File: config.mk
export PLATFORM = sky130hd
export DESIGN_NAME = ic_tail
export DESIGN_NICKNAME = d
export VERILOG_FILES = /design/src/hdl/ic_pkg.sv /design/src/hdl/ic_tail.sv
export SDC_FILE = /design/constraint.sdc
export NUM_CORES = 1
export LEC_CHECK = 0
export CELL_PAD_IN_SITES_DETAIL_PLACEMENT = 1
export CELL_PAD_IN_SITES_GLOBAL_PLACEMENT = 1
export CORE_MARGIN = 3
export CORE_UTILIZATION = 42
export CTS_BUF_LIST = sky130_fd_sc_hd__clkbuf_16
export DETAILED_ROUTE_END_ITERATION = 8
export DONT_BUFFER_PORTS = 1
export GPL_TIMING_DRIVEN = 0
export PLACE_DENSITY_LB_ADDON = 0.1
export SLEW_MARGIN = 30
export SYNTH_ARGS = -nofsm -noshare
export SYNTH_HDL_FRONTEND = slang
export SYNTH_SLANG_ARGS = --single-unit
File: constraint.sdc
create_clock -name clk -period 2.15 [get_ports clk]
set_input_delay 0.1075 -clock clk [delete_from_list [all_inputs] [get_ports clk]]
set_output_delay 0.1075 -clock clk [all_outputs]
set_load 0.01 [all_outputs]
File: src/hdl/ic_pkg.sv
// Shared types and constants for the inversion counter.
`timescale 1ns / 1ps

package ic_pkg;

  // Default capacity, in elements, of one array
  localparam int MAX_ITEMS_DEF = 256;

  // Element and result widths
  localparam int VALUE_W = 32;
  localparam int TOTAL_W = 15;
  localparam logic [TOTAL_W-1:0] TOTAL_MAX = '1;

  // Sign bias: an unsigned compare of biased keys matches signed order
  localparam logic [VALUE_W-1:0] SIGN_BIAS = {1'b1, {(VALUE_W-1){1'b0}}};

  // Request token that travels down the row of cells
  typedef struct packed {
    logic               valid;
    logic               last;    // closes the array; clears cells it passes
    logic               drop;    // arrived beyond capacity
    logic               placed;  // key already written into a cell
    logic [VALUE_W-1:0] key;     // sign-biased element value
  } ic_tok_t;

endpackage

File: src/hdl/ic_tail.sv
// End of the cell row: running total, overflow flag and result register.
`timescale 1ns / 1ps

module ic_tail
  import ic_pkg::*;
#(
  parameter int MAX_ITEMS = MAX_ITEMS_DEF
) (
  input  logic                         clk,
  input  logic                         rst_n,
  input  ic_tok_t                      tok_i,
  input  logic [$clog2(MAX_ITEMS)-1:0] cnt_i,
  output logic                         adv,
  output logic                         out_valid,
  input  logic                         out_ready,
  output logic [TOTAL_W-1:0]           out_inversions,
  output logic                         out_too_many
);

  localparam int SUM_W = TOTAL_W + 1;

  logic [TOTAL_W-1:0] total_r, total_nxt;
  logic               ovf_r;
  logic               out_valid_r;
  logic [TOTAL_W-1:0] out_inv_r;
  logic               out_tm_r;
  logic [SUM_W-1:0]   sum;
  logic               take;

  // The row stalls only when a closing request meets a result not yet taken
  assign adv  = !(tok_i.valid && tok_i.last && out_valid_r && !out_ready);
  assign take = tok_i.valid && adv;

  // Saturating add of the count carried out of the row
  always_comb begin
    sum = {1'b0, total_r} + SUM_W'(cnt_i);
    if (sum > SUM_W'(TOTAL_MAX)) begin
      total_nxt = TOTAL_MAX;
    end else begin
      total_nxt = sum[TOTAL_W-1:0];
    end
  end

  always_ff @(posedge clk) begin
    if (!rst_n) begin
      total_r     <= '0;
      ovf_r       <= 1'b0;
      out_valid_r <= 1'b0;
    end else begin
      if (out_ready) begin
        out_valid_r <= 1'b0;
      end
      if (take) begin
        if (tok_i.last) begin
          total_r     <= '0;
          ovf_r       <= 1'b0;
          out_valid_r <= 1'b1;
          out_inv_r   <= total_nxt;
          out_tm_r    <= ovf_r || tok_i.drop;
        end else begin
          total_r <= total_nxt;
          ovf_r   <= ovf_r || tok_i.drop;
        end
      end
    end
  end

  assign out_valid      = out_valid_r;
  assign out_inversions = out_inv_r;
  assign out_too_many   = out_tm_r;

endmodule

Word-level counts from Yosys, hierarchy flattened:

Index checks and enable logic that the tools add are counted.

* word-level logic and storage cells: 21
* output and inout bits: 18
* bits of input ports: 47
* register bits: 33

* muxes and demuxes: 6
* magnitude comparators: 1
* reduce and logical (&&, ||, !) cells: 8
* $add $sub $neg: 1

Operators with widths (number)
* 2-to-1 mux 15 bit: 2
* adder 15 x 8 -> 16 bit: 1
* > comparator 16 x 15 -> 1 bit, second input constant: 1
* logical AND 1 bit: 4
* 2-to-1 mux 1 bit: 4
* AND reduction 3 bit: 1
* zero test 1 bit: 2
* logical OR 1 bit: 1

Longest topological paths before layout:

* word-level depth: 6
* gate-level depth with buffers: 8
* mapped depth without buffers: 7

Worst setup path before layout:

OpenSTA, ideal clock, no wires.

* kind: reg2reg
* start point: register total_r[0]
* end point: register out_inv_r[14], in the netlist out_inversions[14], data pin
* setup slack: -0.002 ns
* data arrival time: 1.893 ns
* stages on the path, launching flop included: 8
* buffers on the path: 0
* required time: 1.891 ns
* clock period less this slack: 2.152 ns
* path through: dfxtp_1 ha_1 fa_1 nand3_1 a21oi_1 o311ai_1 o31a_1 nand2_1

* longest elaborated chain between the ends: 3

Ends and longest elaborated chain
* start: declaration: RTL line ic_tail.sv:22 `logic [TOTAL_W-1:0] total_r, total_nxt;`
* start signal: assignment: RTL line ic_tail.sv:61 `total_r <= total_nxt;`
* adder 15 x 8 -> 16 bit *: RTL line ic_tail.sv:36 `sum = {1'b0, total_r} + SUM_W'(cnt_i);`
* > comparator 16 x 15 -> 1 bit: RTL line ic_tail.sv:37 `if (sum > SUM_W'(TOTAL_MAX)) begin`
* 2-to-1 mux 15 bit *: RTL line ic_tail.sv:37
* via total_nxt[14]: RTL line ic_tail.sv:22
* end signal: assignment: RTL line ic_tail.sv:58 `out_inv_r <= total_nxt;`
* end: declaration: RTL line ic_tail.sv:25 `logic [TOTAL_W-1:0] out_inv_r;`

The timed path passes the listed nets; every way through them passes the cells marked *.
A chain may end at the register's enable or synchronous reset.

Worst setup path in the final report:

* start point: register total_r[6]
* end point: register total_r[14]

* longest elaborated chain between the ends: 4

Ends and longest elaborated chain
* adder 15 x 8 -> 16 bit *: RTL line ic_tail.sv:36
* > comparator 16 x 15 -> 1 bit: RTL line ic_tail.sv:37
* 2-to-1 mux 15 bit *: RTL line ic_tail.sv:37
* 2-to-1 mux 15 bit *: RTL line ic_tail.sv:54 `if (tok_i.last) begin`

Mark *: on every way between the ends. The rest lies on a longest branch, timed or not.

==> reports/metrics.csv <==
metric,value,unit
status,finished clean,
"Distinct cells, synth",50,
Placed Cells,227,
Setup-failing EPs final,0,
top post-synthesis cells by area,"edfxtp_1 27%, dfxtp_1 19%, ha_1 5.6%",
Syn Nets,233,
initial antenna violation count,0,
clock buffer depth,2,
Fill cells,415,
WP buf/inv,2,
worst slew pin tran,816,ps
Root Driver,clkbuf_16,
first-pass GRT wire length,7470,um
routed wire length,4850,um
Reg2Reg Depth,8,
FP Rows,23,
kind of critical path,register to register,
Tcrit/Tclk final,98.2,%
CTS buffer count,5,
DR iter-0 viols,66,
Initial Utilization,44.2,%
ys flop type,dfxtp_1,
IO Port Bufs,0,
most frequent cell after synthesis,nand2_1,
post-layout util,57.0,%
"Seq/Total Area, Yosys",45.8,%
Hold Path Class,input pin to register,
largest net degree at the start of global routing,17,
clk sinks,33,
#FFs+latches synth,33,
post-synthesis cell area,0.00179,mm2
area grow syn2layout,29.0,%
Die Y,71.3,um
Reg2Reg Setup Slack,40,ps
Post-Synthesis Cells,177,
max_cap viols,0,
total global routing overflow,0,
Slew headroom,45.6,%
1st-pass router iterations,4,
ANT cells,0,
later-pin clock latency in the skew report,280,ps
Final min period,2110,ps
HPWL after DPL,3060,um
area of the core,0.00406,mm2
Worst setup EP type,register,
gpl congestion,0.832,
power per cell area,702,mW/mm2
Reg-to-Reg End,total_r[14],
Syn Area/Cell,10.1,um2
"top cells by count, synth","19 x nand2_1, 17 x dfxtp_1, 16 x edfxtp_1",
final setup slack of the worst path,38.7,ps
TNS Setup,0,ps
clock-pin transition on the worst setup and hold timing paths,50,ps
Non-Filler Instances,244,
number of global-route vias before repair,1460,
CP max FO,6,
maximum clock rate,474,MHz
Reg2Reg Launch Point,total_r[6],
routed vias,1450,
TritonCTS clock tree,done,
IO Count,65,
hold path depth,1,
Yosys top cell area share,26.8,%
WHS Endpoint,out_too_many,
"Slowest-stage cell, CP",or3_4,
YS warnings,0,
Via density,5.94,
Static Leak,0.868,nW
worst vdd ir,0.356,mV
"Hold Vio Cnt, Final",0,
worst-path cell chain,ha_4 -> buf_6 -> nand3_4 -> or3_4 -> a211o_4 -> buf_8 -> o31a_1 -> o22ai_1,
critical path's top delay family,compound AO/OA/AOI/OAI gates,
top cell type by total area after synthesis,edfxtp_1,
Crit path arrival time,2310,ps
H-Tree Depth,2,
Clock Skews,4.15,ps
share of post-route cells with drive strength above 1,25.3,%
crit start category,register,
Post-DRT Antenna Nets,0,
pre-CTS WS,-215,ps
"Req. time, crit path",2350,ps
GRT Total Usage,19.2,%
worst hold start,tok_i[33],
ys async rst share,0,%
Post-synth EDFFs,16,
routed len/inst,19.9,um
Die Footprint,0.00509,mm2
Die Span X,71.3,um
drt drc,0,
CP max stage delay,440,ps
fin. max-slew vios,0,
nets,249,
-- registers in the layout, indices dropped and copies added, names as in the netlist --
| name | cells |
|---|---|
| out_valid | 1 |
| total_r | 15 |
| ovf_r | 1 |
| out_too_many | 1 |
| out_inversions | 15 |
-- worst max-delay path by stage --
stage | end | cells past startpoint | start
3_3_place_gp | out_inversions[10] | 7 | total_r[0]
2_1_floorplan | out_inversions[10] | 7 | total_r[0]
5_1_grt | out_inversions[14] | 7 | total_r[0]
3_5_place_dp | out_inversions[10] | 7 | total_r[0]
4_1_cts | total_r[14] | 8 | total_r[6]
6_report | total_r[14] | 8 | total_r[6]
-- layout by cell type (no fill, tap or decap), types with 4 or more instances in the layout --
| master | netlist | final |
|---|---|---|
| a21oi_1 | 14 | 11 |
| inv_1 | 4 | 5 |
| buf_4 | 5 | 8 |
| nand2_1 | 19 | 19 |
| edfxtp_1 | 16 | 16 |
| xor2_1 | 4 | 4 |
| ha_4 | 0 | 7 |
| xnor2_1 | 5 | 5 |
| nor2_1 | 6 | 6 |
| dfxtp_1 | 17 | 14 |
| a22o_1 | 7 | 7 |
| clkbuf_16 | 0 | 6 |
| o21ai_0 | 13 | 12 |
-- timing repair --
action,4_1_cts,5_1_grt
cloned,0,1
setup endpoints to repair,13,17
gates resized for setup,12,25
pin swaps,1,9
hold endpoints to repair,4,0
buffers inserted,0,6
hold buffers,2,0
-- through the flow --
stage	power (mW)	hold slack [ps]	instance area [um2]
after floorplan	0.848	236	1800
after CTS	1.58	1.83	2100
final	1.62	9.44	2310
after global placement	0.880	244	1860
after global routing	1.70	12.0	2310
after detailed placement	0.886	249	1860
-- report_power, final --
| group | total (mW) | internal, mW | switching (mW) |
|---|---|---|---|
| registers | 0.707 | 0.687 | 0.0198 |
| logic | 0.241 | 0.117 | 0.124 |
| clock network | 0.675 | 0.420 | 0.256 |
-- logic make-up (layout without fill, tap and decap cells) --
family	after synthesis	count (layout)	synth area share [%]
DFF	33	33	45.8
AOI/OAI and AO/OA	61	61	23.7
buffers and inverters	11	28	3.77
xor gates and xnor gates	9	9	4.40
adders and majority gates	9	9	6.70
and+or+nand+nor	53	53	15.1
muxes	1	1	0.558
-- layer usage --
layer	global-route usage (%)	routed length, um
met5	0	0
met1	26.0	2210
met4	8.14	76
met2	28.8	2340
met3	5.47	223
-- area by class of cell --
class	instances	area [um2]	share of cell area, %
multi-input cells	133	1110	47.8
flip-flops and latches	33	825	35.6
clock buffers	5	125	5.41
repair buffers	9	103	4.43
plain buffers	7	63.8	2.76
well taps	50	62.6	2.70
inverters	4	15.0	0.649
clock inverters	3	13.8	0.595
No activity file was read; power rests on OpenSTA's default activity.
