--- src/hdl/ic_pkg.sv ---
// Shared types and constants for the inversion counter.
`timescale 1ns / 1ps

package ic_pkg;

  // Default capacity, in elements, of one array
  localparam int MAX_ITEMS_DEF = 256;

  // Element and result widths
  localparam int VALUE_W = 32;
  localparam int TOTAL_W = 15;
  localparam logic [TOTAL_W-1:0] TOTAL_MAX = '1;

  // Sign bias: an unsigned compare of biased keys matches signed order
  localparam logic [VALUE_W-1:0] SIGN_BIAS = {1'b1, {(VALUE_W-1){1'b0}}};

  // Request token that travels down the row of cells
  typedef struct packed {
    logic               valid;
    logic               last;    // closes the array; clears cells it passes
    logic               drop;    // arrived beyond capacity
    logic               placed;  // key already written into a cell
    logic [VALUE_W-1:0] key;     // sign-biased element value
  } ic_tok_t;

endpackage

--- src/hdl/ic_cell.sv ---
// One compare-and-store cell of the inversion counter row.
`timescale 1ns / 1ps

module ic_cell
  import ic_pkg::*;
#(
  parameter int MAX_ITEMS = MAX_ITEMS_DEF
) (
  input  logic                         clk,
  input  logic                         rst_n,
  input  logic                         adv,
  input  ic_tok_t                      tok_i,
  input  logic [$clog2(MAX_ITEMS)-1:0] cnt_i,
  output ic_tok_t                      tok_o,
  output logic [$clog2(MAX_ITEMS)-1:0] cnt_o
);

  localparam int CNT_W = $clog2(MAX_ITEMS);

  logic               occ_r, occ_nxt;
  logic [VALUE_W-1:0] val_r;
  ic_tok_t            tok_r, tok_nxt;
  logic [CNT_W-1:0]   cnt_r, cnt_nxt;
  logic               hit;
  logic               store;

  // Compare against the held element, claim the cell if free
  always_comb begin
    hit   = tok_i.valid && occ_r && !tok_i.drop && (val_r > tok_i.key);
    store = tok_i.valid && !occ_r && !tok_i.placed && !tok_i.drop && !tok_i.last;

    occ_nxt = occ_r;
    if (tok_i.valid && tok_i.last) begin
      occ_nxt = 1'b0;
    end else if (store) begin
      occ_nxt = 1'b1;
    end

    tok_nxt        = tok_i;
    tok_nxt.placed = tok_i.placed || store;
    cnt_nxt        = cnt_i + CNT_W'(hit);
  end

  // Cell state and forwarded request; only the control bits are reset
  always_ff @(posedge clk) begin
    if (!rst_n) begin
      occ_r       <= 1'b0;
      tok_r.valid <= 1'b0;
    end else if (adv) begin
      occ_r <= occ_nxt;
      tok_r <= tok_nxt;
      cnt_r <= cnt_nxt;
      if (store) begin
        val_r <= tok_i.key;
      end
    end
  end

  assign tok_o = tok_r;
  assign cnt_o = cnt_r;

endmodule

--- config.mk ---
export PLATFORM = sky130hd
export DESIGN_NAME = ic_cell
export DESIGN_NICKNAME = d
export VERILOG_FILES = /design/src/hdl/ic_pkg.sv /design/src/hdl/ic_cell.sv
export SDC_FILE = /design/constraint.sdc
export NUM_CORES = 1
export LEC_CHECK = 0
export ABC_CLOCK_PERIOD_IN_PS = 5100
export BUFFER_PORTS_ARGS = -buffer_cell sky130_fd_sc_hd__buf_4
export CAP_MARGIN = 30
export CORE_AREA = 8 8 118 66
export DETAILED_ROUTE_END_ITERATION = 8
export DIE_AREA = 0 0 126 74
export GPL_ROUTABILITY_DRIVEN = 1
export PLACE_DENSITY_LB_ADDON = 0.12
export SKIP_LAST_GASP = 1
export SYNTH_ARGS = -nofsm -noshare
export SYNTH_HDL_FRONTEND = slang
export SYNTH_SLANG_ARGS = --single-unit
--- constraint.sdc ---
create_clock -name clk -period 5.1 [get_ports clk]
set_input_delay 0.255 -clock clk [delete_from_list [all_inputs] [get_ports clk]]
set_output_delay 0.255 -clock clk [all_outputs]
set_load 0.01 [all_outputs]
-- After elaboration in Yosys (flattened, before gate mapping)
Cells that the tools add are included.
- $add $sub $neg: 1
- order comparisons: 1
- muxes and demuxes: 2
- reduce and logical (&&, ||, !) cells: 17
- operators with widths (operator ; number):
    $gt 32x32->1 ; 1
    $add 8x1->8 ; 1
    $logic_and 1x1->1 ; 8
    $logic_not 1->1 ; 4
    $reduce_and 2->1 ; 2
    $reduce_and 3->1 ; 1
    $mux 1 ; 2
    $reduce_bool 2->1 ; 1
    $logic_or 1x1->1 ; 1
- flip-flop bits (word level): 77
- bits of input ports: 47
- output and inout bits: 44
- logic and storage cells: 29

-- Logic depth before layout (Yosys ltp)
Gate-level depths: netlist of the first run.
- word-level depth: 7
- mapped depth: 12
- depth with buffers taken out: 12

-- Worst setup path after synthesis of the first run
Ideal clock, no wire load.
- kind: input-to-reg
- start point: in rst_n
- end point: reg val_r[0], enable pin
- setup time: 0.392 ns
- arrival time: 2.265 ns
- required time: 4.708 ns
- path slack: 2.443 ns
- cell stages on the path: 2
- buffers on the path: 0
- cells stage by stage: and2_1 > and2_1
- word-level cells in the longest chain between the ends: 1
- ends and longest elaborated chain (item ; RTL line ; text):
    start: declaration ; ic_cell.sv:10 ; input logic rst_n,
    $reduce_and 3->1 (no line) ; -- ;
    end signal: assignment ; ic_cell.sv:54 ; val_r <= tok_i.key;
    end: declaration ; ic_cell.sv:21 ; logic [VALUE_W-1:0] val_r;
No other way between the ends.
A chain may end at the register's enable or synchronous reset.

-- Final worst setup path of the first run
- start point: reg val_r[30]
- end point: reg cnt_r[6] (netlist: cnt_o[6]) (data pin)
- word-level cells in the longest chain between the ends: 3
- ends and longest elaborated chain (item ; RTL line ; text):
    $gt 32x32->1 ; ic_cell.sv:29 ; hit = tok_i.valid && occ_r && !tok_i.drop && (val_r > tok_i.key);
    $logic_and 1x1->1 ; ic_cell.sv:29 ;
    $add 8x1->8 ; ic_cell.sv:41 ; cnt_nxt = cnt_i + CNT_W'(hit);
    via cnt_nxt[6] ; ic_cell.sv:23 ; logic [CNT_W-1:0] cnt_r, cnt_nxt;
    end signal: assignment ; ic_cell.sv:52 ; cnt_r <= cnt_nxt;
    end: declaration ; ic_cell.sv:23 ;
The timed path passes the listed nets, and every way through them passes these cells.

==> flow_metrics.py, run 1 <==
metrics = {
    "status": {
        "status": "finished clean",
    },
    "critical_path": {
        "slowest_stage": "edfxtp_1",
        "path_delay_family": "simple AND/OR/NAND/NOR gates",
        "required_ps": 5180,
        "crit_top_cell": "ha_1",
        "endpoint_kind": "flop",
        "reg2reg_from": "val_r[30]",
        "max_stage_delay_ps": 360,
        "path_cells": "ha_1 -> nand4_2 -> nor4_2 -> o41ai_1 -> a31oi_1 -> ha_1 -> ha_1 -> and3_1 -> nand3_1 -> xnor2_1",
        "critPathLaunchType": "flop",
        "startpoint": "val_r[30]",
        "crit_type": "reg -> reg",
        "worst-path-buf-inv": 0,
        "critPathArrivalTime_ps": 2780,
        "crit_fanout": 4,
    },
    "power_and_ir_drop": {
        "leakagePower_nw": 1.89,
        "pwr_density_cell_nw_per_um2": 335,
        "peakVddDrop_mv": 0.298,
    },
    "drt": {
        "first_iter_violations": 165,
        "drcViolationCount": 0,
        "num_vias": 2032,
        "drtPass1Iterations": 4,
        "final_antenna_net_count": 0,
        "wirelength_um": 6550,
        "drt-wirelength-per-cell_um": 16.2,
        "avgViaCountPerCell": 5.04,
    },
    "sta": {
        "slew_violations": 0,
        "relSlewSlack_pct": 70.0,
        "min_period_over_period_pct": 52.8,
        "tns_ps": 0,
        "final-setup-viol-count": 0,
        "setup_ws_ps": 2400,
        "whs_ps": 110,
        "period_minus_slack_ps": 2700,
        "rsz0062_at_grt": "false",
        "tightest_slew_ps": 451,
        "skew_ps": 2.22,
        "fmax_mhz": 371,
        "hold_viol": 0,
    },
    "synthesis": {
        "synthFlopType": "edfxtp_1",
        "yosys.area.top_type_share_pct": 68.4,
        "yosys.area.top_type": "edfxtp_1",
        "netlist_area_um2": 3290,
        "yosysMostFrequentCell": "edfxtp_1",
        "synth_edf_count": 75,
        "synthTopCellsByArea": "edfxtp_1 (68%), ha_1 (13%), inv_1 (3.8%)",
        "yosys-top-cells-count": "edfxtp_1 (75), ha_1 (34), inv_1 (33), a21oi_1 (14), nand3_1 (8)",
        "synth.avg_cell_area_um2": 15.3,
        "yosysWarnings": 0,
        "netlist_instances": 215,
        "ys_seq_area_share_pct": 69.6,
        "synth_cell_types": 32,
        "synth.net_count": 296,
        "synthArstFlopShare_pct": 0,
        "ys_seq_elements": 77,
    },
    "clocking": {
        "cts_hold_buffers": 0,
        "post_cts_buffers": 0,
        "cts.path.max_buffers": 2,
        "cts_resized": 0,
        "cts_root_buf": "clkbuf_16",
        "cts_buffers": 9,
        "insertion_delay_ps": 330,
        "cts_tree": "built",
        "path_clk_slew_ps": 60,
        "cts_sinks": 77,
        "htreeDepth": 3,
    },
    "cells_and_area": {
        "final_cells": 403,
        "nets": 399,
        "fin_util_pct": 70.0,
        "drive_above_1_share_pct": 34.1,
        "area_growth_pct": 33.0,
        "n_antenna_cell": 0,
    },
    "placement": {
        "dpl.cell_count": 387,
        "port_buffers": 90,
        "place_ws_ps": 2320,
        "place.gp.congestion": 0.756,
        "place_hpwl_um": 4900,
    },
    "die": {
        "core_area_um2": 6250,
        "dieArea_um2": 9320,
        "die_y_um": 74,
        "initial_core_util_pct": 52.6,
        "placementRows": 21,
        "io_pins": 91,
        "dieWidth_um": 126,
    },
    "hold_path": {
        "hold_path_class": "in -> reg",
        "hp-start": "tok_i[33]",
    },
    "job": {
        "drv_cap": 0,
    },
    "global_route": {
        "antenna_found_initial": 0,
        "track_usage_pct": 15.1,
        "grt-ovfl-total": 0,
        "grt_pass1_wl_um": 10600,
        "grt_pass1_vias": 2082,
        "grt_max_degree": 37,
    },
}
==> state kept, by name, summed over array words and instances (netlist names) <==
register  cells
tok_o        36
val_r        32
cnt_o         8
occ_r         1
==> power by group <==
part | total, mW | switching (mW) | internal, mW
Clock | 0.604 | 0.233 | 0.371
Combinational | 0.132 | 0.0638 | 0.0682
Sequential | 0.730 | 0.00705 | 0.723
Total | 1.47 | 0.304 | 1.16
==> metal layers <==
metal  routed length, um  GRT usage (%)  vias up  part of all wire (%)
li1                    -              -     1011                     -
met2                2530           19.5       71                    39
met1                3280           20.4      941                    50
met5                   0              0        -                     0
met4                 115           7.13        0                   1.8
met3                 613           7.37        9                   9.4
==> area by class of cell <==
class | instances | area (um2)
Clock buffer | 9 | 225
Clock inverter | 7 | 56.3
Fill cell | 442 | 1880
Inverter | 33 | 124
Multi-Input combinational cell | 105 | 877
Sequential cell | 77 | 2290
Tap cell | 80 | 100
Timing Repair Buffer | 92 | 703
==> cell usage in the layout, fill, tap and decap left out, drive strengths merged, types with 4 or more instances in the layout <==
cell	count
clkbuf	9
nand3	8
xnor2	4
edfxtp	75
nand2	6
a21o	4
ha	34
a21oi	14
inv	33
buf	92
clkinv	6
nand4	8
==> cell families (layout without fill, tap and decap cells) <==
| group | count (synthesis) | in the layout | synth area share (%) |
|---|---|---|---|
| compound gates | 27 | 27 | 5.06 |
| xor+xnor | 6 | 6 | 1.60 |
| fa+ha+maj | 34 | 34 | 12.9 |
| buf+inv | 33 | 141 | 3.76 |
| flops | 77 | 77 | 69.6 |
| mux | 1 | 1 | 0.304 |
| simple gates | 37 | 37 | 6.73 |
==> stage by stage <==
step	total power [mW]	area [um2]
after floorplan	0.792	3290
after global placement	0.873	4080
after detailed placement	0.878	4100
after CTS	1.48	4380
after global routing	1.52	4380
final	1.47	4380
==> worst paths after layout <==
kind | end | slack (ps) | depth (start not counted)
worst min register to register | occ_r | 520 | 2
worst min-delay path | tok_o[33] | 110 | 1
worst max-delay path | cnt_o[6] | 2400 | 10
worst max register to register | cnt_o[6] | 2400 | 10
(Power assumes the default switching activity.)
==> run 2: changes to the inputs <==
Settings changed: ABC_AREA from default to 1, ABC_CLOCK_PERIOD_IN_PS 5100 to 2600, CORE_AREA 8 8 118 66 to 8 8 124 69, DIE_AREA 0 0 126 74 to 0 0 132 77.
Clock period 5.1 ns to 2.6 ns, I/O delays scaled along.
==> flow_metrics.py, run 2 <==
metrics = {
    "synthesis": {
        "synthFlopType": "edfxtp_1",
        "synth.avg_cell_area_um2": 13.4,
        "synthTopCellsByArea": "edfxtp_1 (66%), ha_1 (13%), inv_1 (5.2%)",
        "yosysMostFrequentCell": "edfxtp_1",
        "synthArstFlopShare_pct": 0,
        "synth_edf_count": 75,
        "yosysWarnings": 0,
        "ys_seq_area_share_pct": 67.5,
        "yosys.area.top_type_share_pct": 66.3,
        "yosys-top-cells-count": "edfxtp_1 (75), inv_1 (47), nand2_1 (39), ha_1 (34), a21oi_1 (14)",
        "netlist_area_um2": 3390,
        "netlist_instances": 253,
        "synth.net_count": 334,
        "ys_seq_elements": 77,
        "synth_cell_types": 26,
        "yosys.area.top_type": "edfxtp_1",
    },
    "sta": {
        "min_period_over_period_pct": 95.2,
        "whs_ps": 12.1,
        "tightest_slew_ps": 908,
        "hold_viol": 0,
        "final-setup-viol-count": 0,
        "slew_violations": 0,
        "fmax_mhz": 404,
        "skew_ps": 6.16,
        "relSlewSlack_pct": 39.5,
        "period_minus_slack_ps": 2480,
        "tns_ps": 0,
    },
    "drt": {
        "wirelength_um": 7350,
        "drcViolationCount": 0,
        "avgViaCountPerCell": 4.60,
        "drtPass1Iterations": 4,
        "drt-wirelength-per-cell_um": 15.1,
        "final_antenna_net_count": 0,
        "num_vias": 2235,
        "first_iter_violations": 114,
    },
    "die": {
        "placementRows": 22,
        "initial_core_util_pct": 49.1,
        "dieWidth_um": 132,
        "io_pins": 91,
        "core_area_um2": 6910,
        "dieArea_um2": 10200,
        "die_y_um": 77,
    },
    "global_route": {
        "grt_max_degree": 44,
        "grt-ovfl-total": 0,
        "track_usage_pct": 14.6,
        "grt_pass1_wl_um": 11800,
        "antenna_found_initial": 0,
        "grt_pass1_vias": 2441,
    },
    "job": {
        "drv_cap": 0,
    },
    "power_and_ir_drop": {
        "peakVddDrop_mv": 0.577,
        "pwr_density_cell_nw_per_um2": 588,
        "leakagePower_nw": 2.18,
        "power_mw": 2.95,
    },
    "critical_path": {
        "crit_type": "in -> reg",
        "path_cells": "dlygate4sd3_1 -> buf_4 -> inv_1 -> ha_4 -> nand2_4 -> nor2_4 -> nand2_2 -> clkinv_1 -> nand2_1 -> nand2_1 -> nand2_2 -> a21oi_2 -> ha_2 -> ha_4 -> nand3_2 -> nor3_2 -> xor2_1",
        "crit_fanout": 3,
        "slowest_stage": "dlygate4sd3_1",
        "path_delay_family": "buffers and inverters",
        "endpoint_kind": "flop",
        "r2r-end": "cnt_o[6]",
        "critPathArrivalTime_ps": 2550,
        "reg2reg_from": "val_r[21]",
        "max_stage_delay_ps": 530,
        "worst-path-buf-inv": 4,
        "required_ps": 2670,
        "r2r_slack_ps": 170,
        "critPathLaunchType": "input port",
        "rr_worst_depth": 12,
    },
    "cells_and_area": {
        "multi_input_area_um2": 1120,
        "ff_latch_area_um2": 2290,
        "largest_register_ffs": 36,
        "final_cell_mix": "buf_4 (87), edfxtp_1 (75), inv_1 (44), nand2_1 (34), dlygate4sd3_1 (27)",
        "final_common_cell": "buf_4",
        "area_growth_pct": 47.7,
        "final_cells": 486,
        "n_antenna_cell": 0,
        "nets": 466,
        "num-fill-cells": 463,
        "stdcell_area_um2": 5010,
        "drive_above_1_share_pct": 36.4,
    },
    "clocking": {
        "cts.path.max_buffers": 2,
        "cts_buffers": 9,
        "htreeDepth": 3,
        "cts_sinks": 77,
        "insertion_delay_ps": 330,
        "cts_root_buf": "clkbuf_16",
        "cts_tree": "built",
        "path_clk_slew_ps": 50,
    },
    "placement": {
        "place_area_um2": 4210,
        "port_buffers": 90,
        "dpl.cell_count": 440,
        "place_hpwl_um": 5060,
        "place.gp.congestion": 0.732,
    },
    "hold_path": {
        "hold_path_class": "in -> reg",
        "hp-start": "tok_i[17]",
        "whs_path_depth": 1,
        "min_to": "tok_o[17]",
    },
    "status": {
        "status": "finished clean",
    },
}
[run 2: per-layer routing]
metal	vias up	GRT usage (%)	routed length (um)	share of wire, %
met5	-	0	0	0
met4	0	5.12	63	0.86
met3	8	6.18	479	6.5
met2	55	21.2	3220	44
met1	1038	19.1	3590	49
li1	1134	-	-	-
[run 2: cell type report]
cell class / instances / share of cell area [%]
clock buffer: 12 / 4.72
tap: 96 / 2.40
inverter: 49 / 3.67
sequential: 77 / 45.7
clock inverter: 4 / 0.973
multi-input combinational: 127 / 22.4
timing repair buffer: 121 / 20.1
[run 2: worst max path at each step]
stage,slack (ps),end,from,cells after the start
2_1_floorplan,330,val_r[0],occ_r,3
3_3_place_gp,270,cnt_o[6],val_r[31],11
3_5_place_dp,250,cnt_o[6],val_r[23],12
4_1_cts,140,cnt_o[6],tok_i[23],15
5_1_grt,-50,cnt_o[6],tok_i[4],17
6_report,120,cnt_o[6],tok_i[15],17
[run 2: cell families after synthesis]
group	count (synthesis)	share of synthesized area [%]
XOR/XNOR	6	1.55
AO/OA/AOI/OAI	23	3.94
flip-flops	77	67.5
adder cells (fa/ha/maj)	34	12.5
AND/OR/NAND/NOR	64	9.03
buffers and inverters	49	5.42
[run 2: worst register-to-register path, stage by stage, from the launching register on]
cell and delay (ps):
edfxtp_1 410, ha_4 300, nand2_2 60, nor2_4 140
nand4_4 100, nor2_4 150, nand2_2 60, a21oi_2 160
ha_2 240, ha_4 150, nand3_2 90, nor3_2 220
xor2_1 100
[run 2: through the flow]
stage	utilization (%)	worst slack [ps]
5_1_grt	72.6	-51.4
3_3_place_gp	60.9	275
2_1_floorplan	-	327
4_1_cts	69.6	142
3_5_place_dp	60.9	247
6_report	72.6	125
[run 2: what timing repair did]
item	4_1_cts	5_1_grt
setup endpoints to repair	0	2
resized for setup	0	38
endpoints found under the hold margin	60	0
hold buffers	32	0
buffers inserted	0	2
[run 2: power breakdown]
group	internal, mW	switching, mW	total [mW]
clock	0.742	0.450	1.19
sequential	1.42	0.0134	1.43
combinational	0.172	0.154	0.326
==> run 3: changes to the inputs <==
Settings changed: CORE_AREA 8 8 124 69 to 8 8 122 68, CTS_BUF_LIST from default to sky130_fd_sc_hd__clkbuf_4, DIE_AREA 0 0 132 77 to 0 0 130 76.
==> flow_metrics.py, run 3 (synthesis gave the netlist of run 2 again) <==
metrics = {
    "drt": {
        "drtPass1Iterations": 4,
        "avgViaCountPerCell": 4.57,
        "wirelength_um": 7380,
        "final_antenna_net_count": 0,
        "drcViolationCount": 0,
        "drt-wirelength-per-cell_um": 14.8,
        "num_vias": 2276,
        "first_iter_violations": 137,
    },
    "sta": {
        "tns_ps": 0,
        "skew_ps": 13.3,
        "period_minus_slack_ps": 2420,
        "rsz0062_at_grt": "false",
        "final-setup-viol-count": 0,
        "slew_violations": 0,
        "fmax_mhz": 413,
        "relSlewSlack_pct": 68.1,
        "tightest_slew_ps": 478,
        "min_period_over_period_pct": 93.1,
        "hold_viol": 0,
    },
    "global_route": {
        "antenna_found_initial": 0,
        "grt_util_met2_pct": 23.5,
        "grt_pass1_vias": 2439,
        "grt_pass1_wl_um": 12100,
        "grt_max_degree": 44,
        "busiest_layer": "met2",
        "gr-usage-met1_pct": 20.3,
        "gr-usage-met3_pct": 6.35,
        "grt-ovfl-total": 0,
        "track_usage_pct": 15.7,
    },
    "die": {
        "placementRows": 22,
        "die_y_um": 76,
        "initial_core_util_pct": 49.9,
        "dieArea_um2": 9880,
        "dieWidth_um": 130,
        "core_area_um2": 6800,
        "io_pins": 91,
    },
    "clocking": {
        "cts_buffers": 9,
        "path_clk_slew_ps": 110,
        "insertion_delay_ps": 420,
        "cts_sinks": 77,
        "htreeDepth": 3,
        "cts_tree": "built",
        "cts.path.max_buffers": 2,
        "cts_root_buf": "clkbuf_4",
    },
    "critical_path": {
        "endpoint_kind": "flop",
        "rr_worst_depth": 14,
        "required_ps": 2780,
        "r2r_slack_ps": 180,
        "r2r-end": "cnt_o[6]",
        "crit_fanout": 2,
        "reg2reg_from": "val_r[15]",
        "crit_type": "reg -> reg",
        "path_cells": "ha_1 -> nand2_1 -> nor2_2 -> nand2_1 -> clkinv_1 -> nand2_1 -> nand2_1 -> nand2_1 -> a21oi_2 -> ha_1 -> ha_1 -> nand3_1 -> nor3_2 -> xor2_1",
        "critPathLaunchType": "flop",
        "critPathArrivalTime_ps": 2600,
        "slowest_stage": "edfxtp_1",
        "max_stage_delay_ps": 390,
        "crit_top_cell": "nand2_1",
    },
    "placement": {
        "place_hpwl_um": 5010,
        "place.gp.congestion": 0.756,
        "port_buffers": 90,
        "place_area_um2": 4210,
    },
    "hold_path": {
        "hold_path_class": "in -> reg",
        "hp-start": "cnt_i[2]",
        "min_to": "cnt_o[2]",
        "whs_path_depth": 2,
    },
    "cells_and_area": {
        "largest_register_ffs": 36,
        "final_common_cell": "buf_4",
        "stdcell_area_um2": 4870,
        "area_growth_pct": 43.3,
        "nets": 478,
        "drive_above_1_share_pct": 31.1,
        "final_cell_mix": "buf_4 (91), edfxtp_1 (75), inv_1 (46), dlygate4sd3_1 (41), nand2_1 (39)",
        "n_antenna_cell": 0,
    },
    "power_and_ir_drop": {
        "pwr_density_cell_nw_per_um2": 567,
        "peakVddDrop_mv": 0.372,
        "leakagePower_nw": 2.16,
    },
    "job": {
        "drv_cap": 0,
    },
    "status": {
        "status": "finished clean",
    },
}
-- run 3: cell types whose count changed in the layout (fill, tap and decap cells not counted), sizes merged --
cell	previous run	this run
dlygate4sd3	27	41
dlymetal6s4s	5	0
buf	89	92
bufinv	1	4
clkinv	4	1
-- run 3: worst max-delay path by stage --
stage / start / to / slack (ps) / cells past startpoint
finish: val_r[15] / cnt_o[6] / 180 / 14
global route: val_r[15] / cnt_o[6] / 2 / 14
CTS: val_r[15] / cnt_o[6] / 210 / 14
detailed placement: val_r[31] / cnt_o[6] / 270 / 11
global placement: val_r[31] / cnt_o[6] / 290 / 11
floorplan: occ_r / val_r[0] / 330 / 3
-- run 3: per-layer routing --
layer / routed length, um / up-vias
li1: - / 1155
met1: 3580 / 1044
met2: 3150 / 66
met3: 544 / 11
met4: 107 / 0
met5: 0 / -
-- run 3: timing repair --
action,4_1_cts,5_1_grt
setup endpoints to repair,0,1
resized for setup,0,1
buffers inserted,0,0
hold buffers,41,0
endpoints found under the hold margin,72,0
-- run 3: final cells by class --
class	count	area, um2
flip-flops and latches	77	2290
fillers	477	1930
repair buffers	133	1120
multi-input cells	127	938
inverters	49	184
clock inverters	4	120
well taps	96	120
clock buffers	12	90.1
-- run 3: worst max-delay path: cells and delay by family, from the launching register on --
family | cells | cell delay, ps
AO/OA/AOI/OAI | 1 | 130
flip-flops | 1 | 390
AND/OR/NAND/NOR | 8 | 810
adder cells (fa/ha/maj) | 3 | 700
XOR/XNOR | 1 | 80
buffers and inverters | 1 | 80
-- run 3: power by group --
part,internal (mW),total (mW),switching [mW]
logic,0.174,0.322,0.148
registers,1.41,1.43,0.0129
clock network,0.617,1.01,0.394
-- run 3: stage by stage --
step / setup slack [ps] / std cells / power, mW / hold WS [ps] / util [%]
after detailed placement: 266 / 440 / 1.72 / 323 / 61.9
after CTS: 205 / 497 / 2.79 / 1.30 / 71.0
after floorplan: 327 / 253 / 1.56 / 229 / -
final: 179 / 498 / 2.76 / 31.4 / 71.6
after global routing: 2.06 / 498 / 2.88 / 2.19 / 71.6
after global placement: 291 / 440 / 1.72 / 326 / 61.9
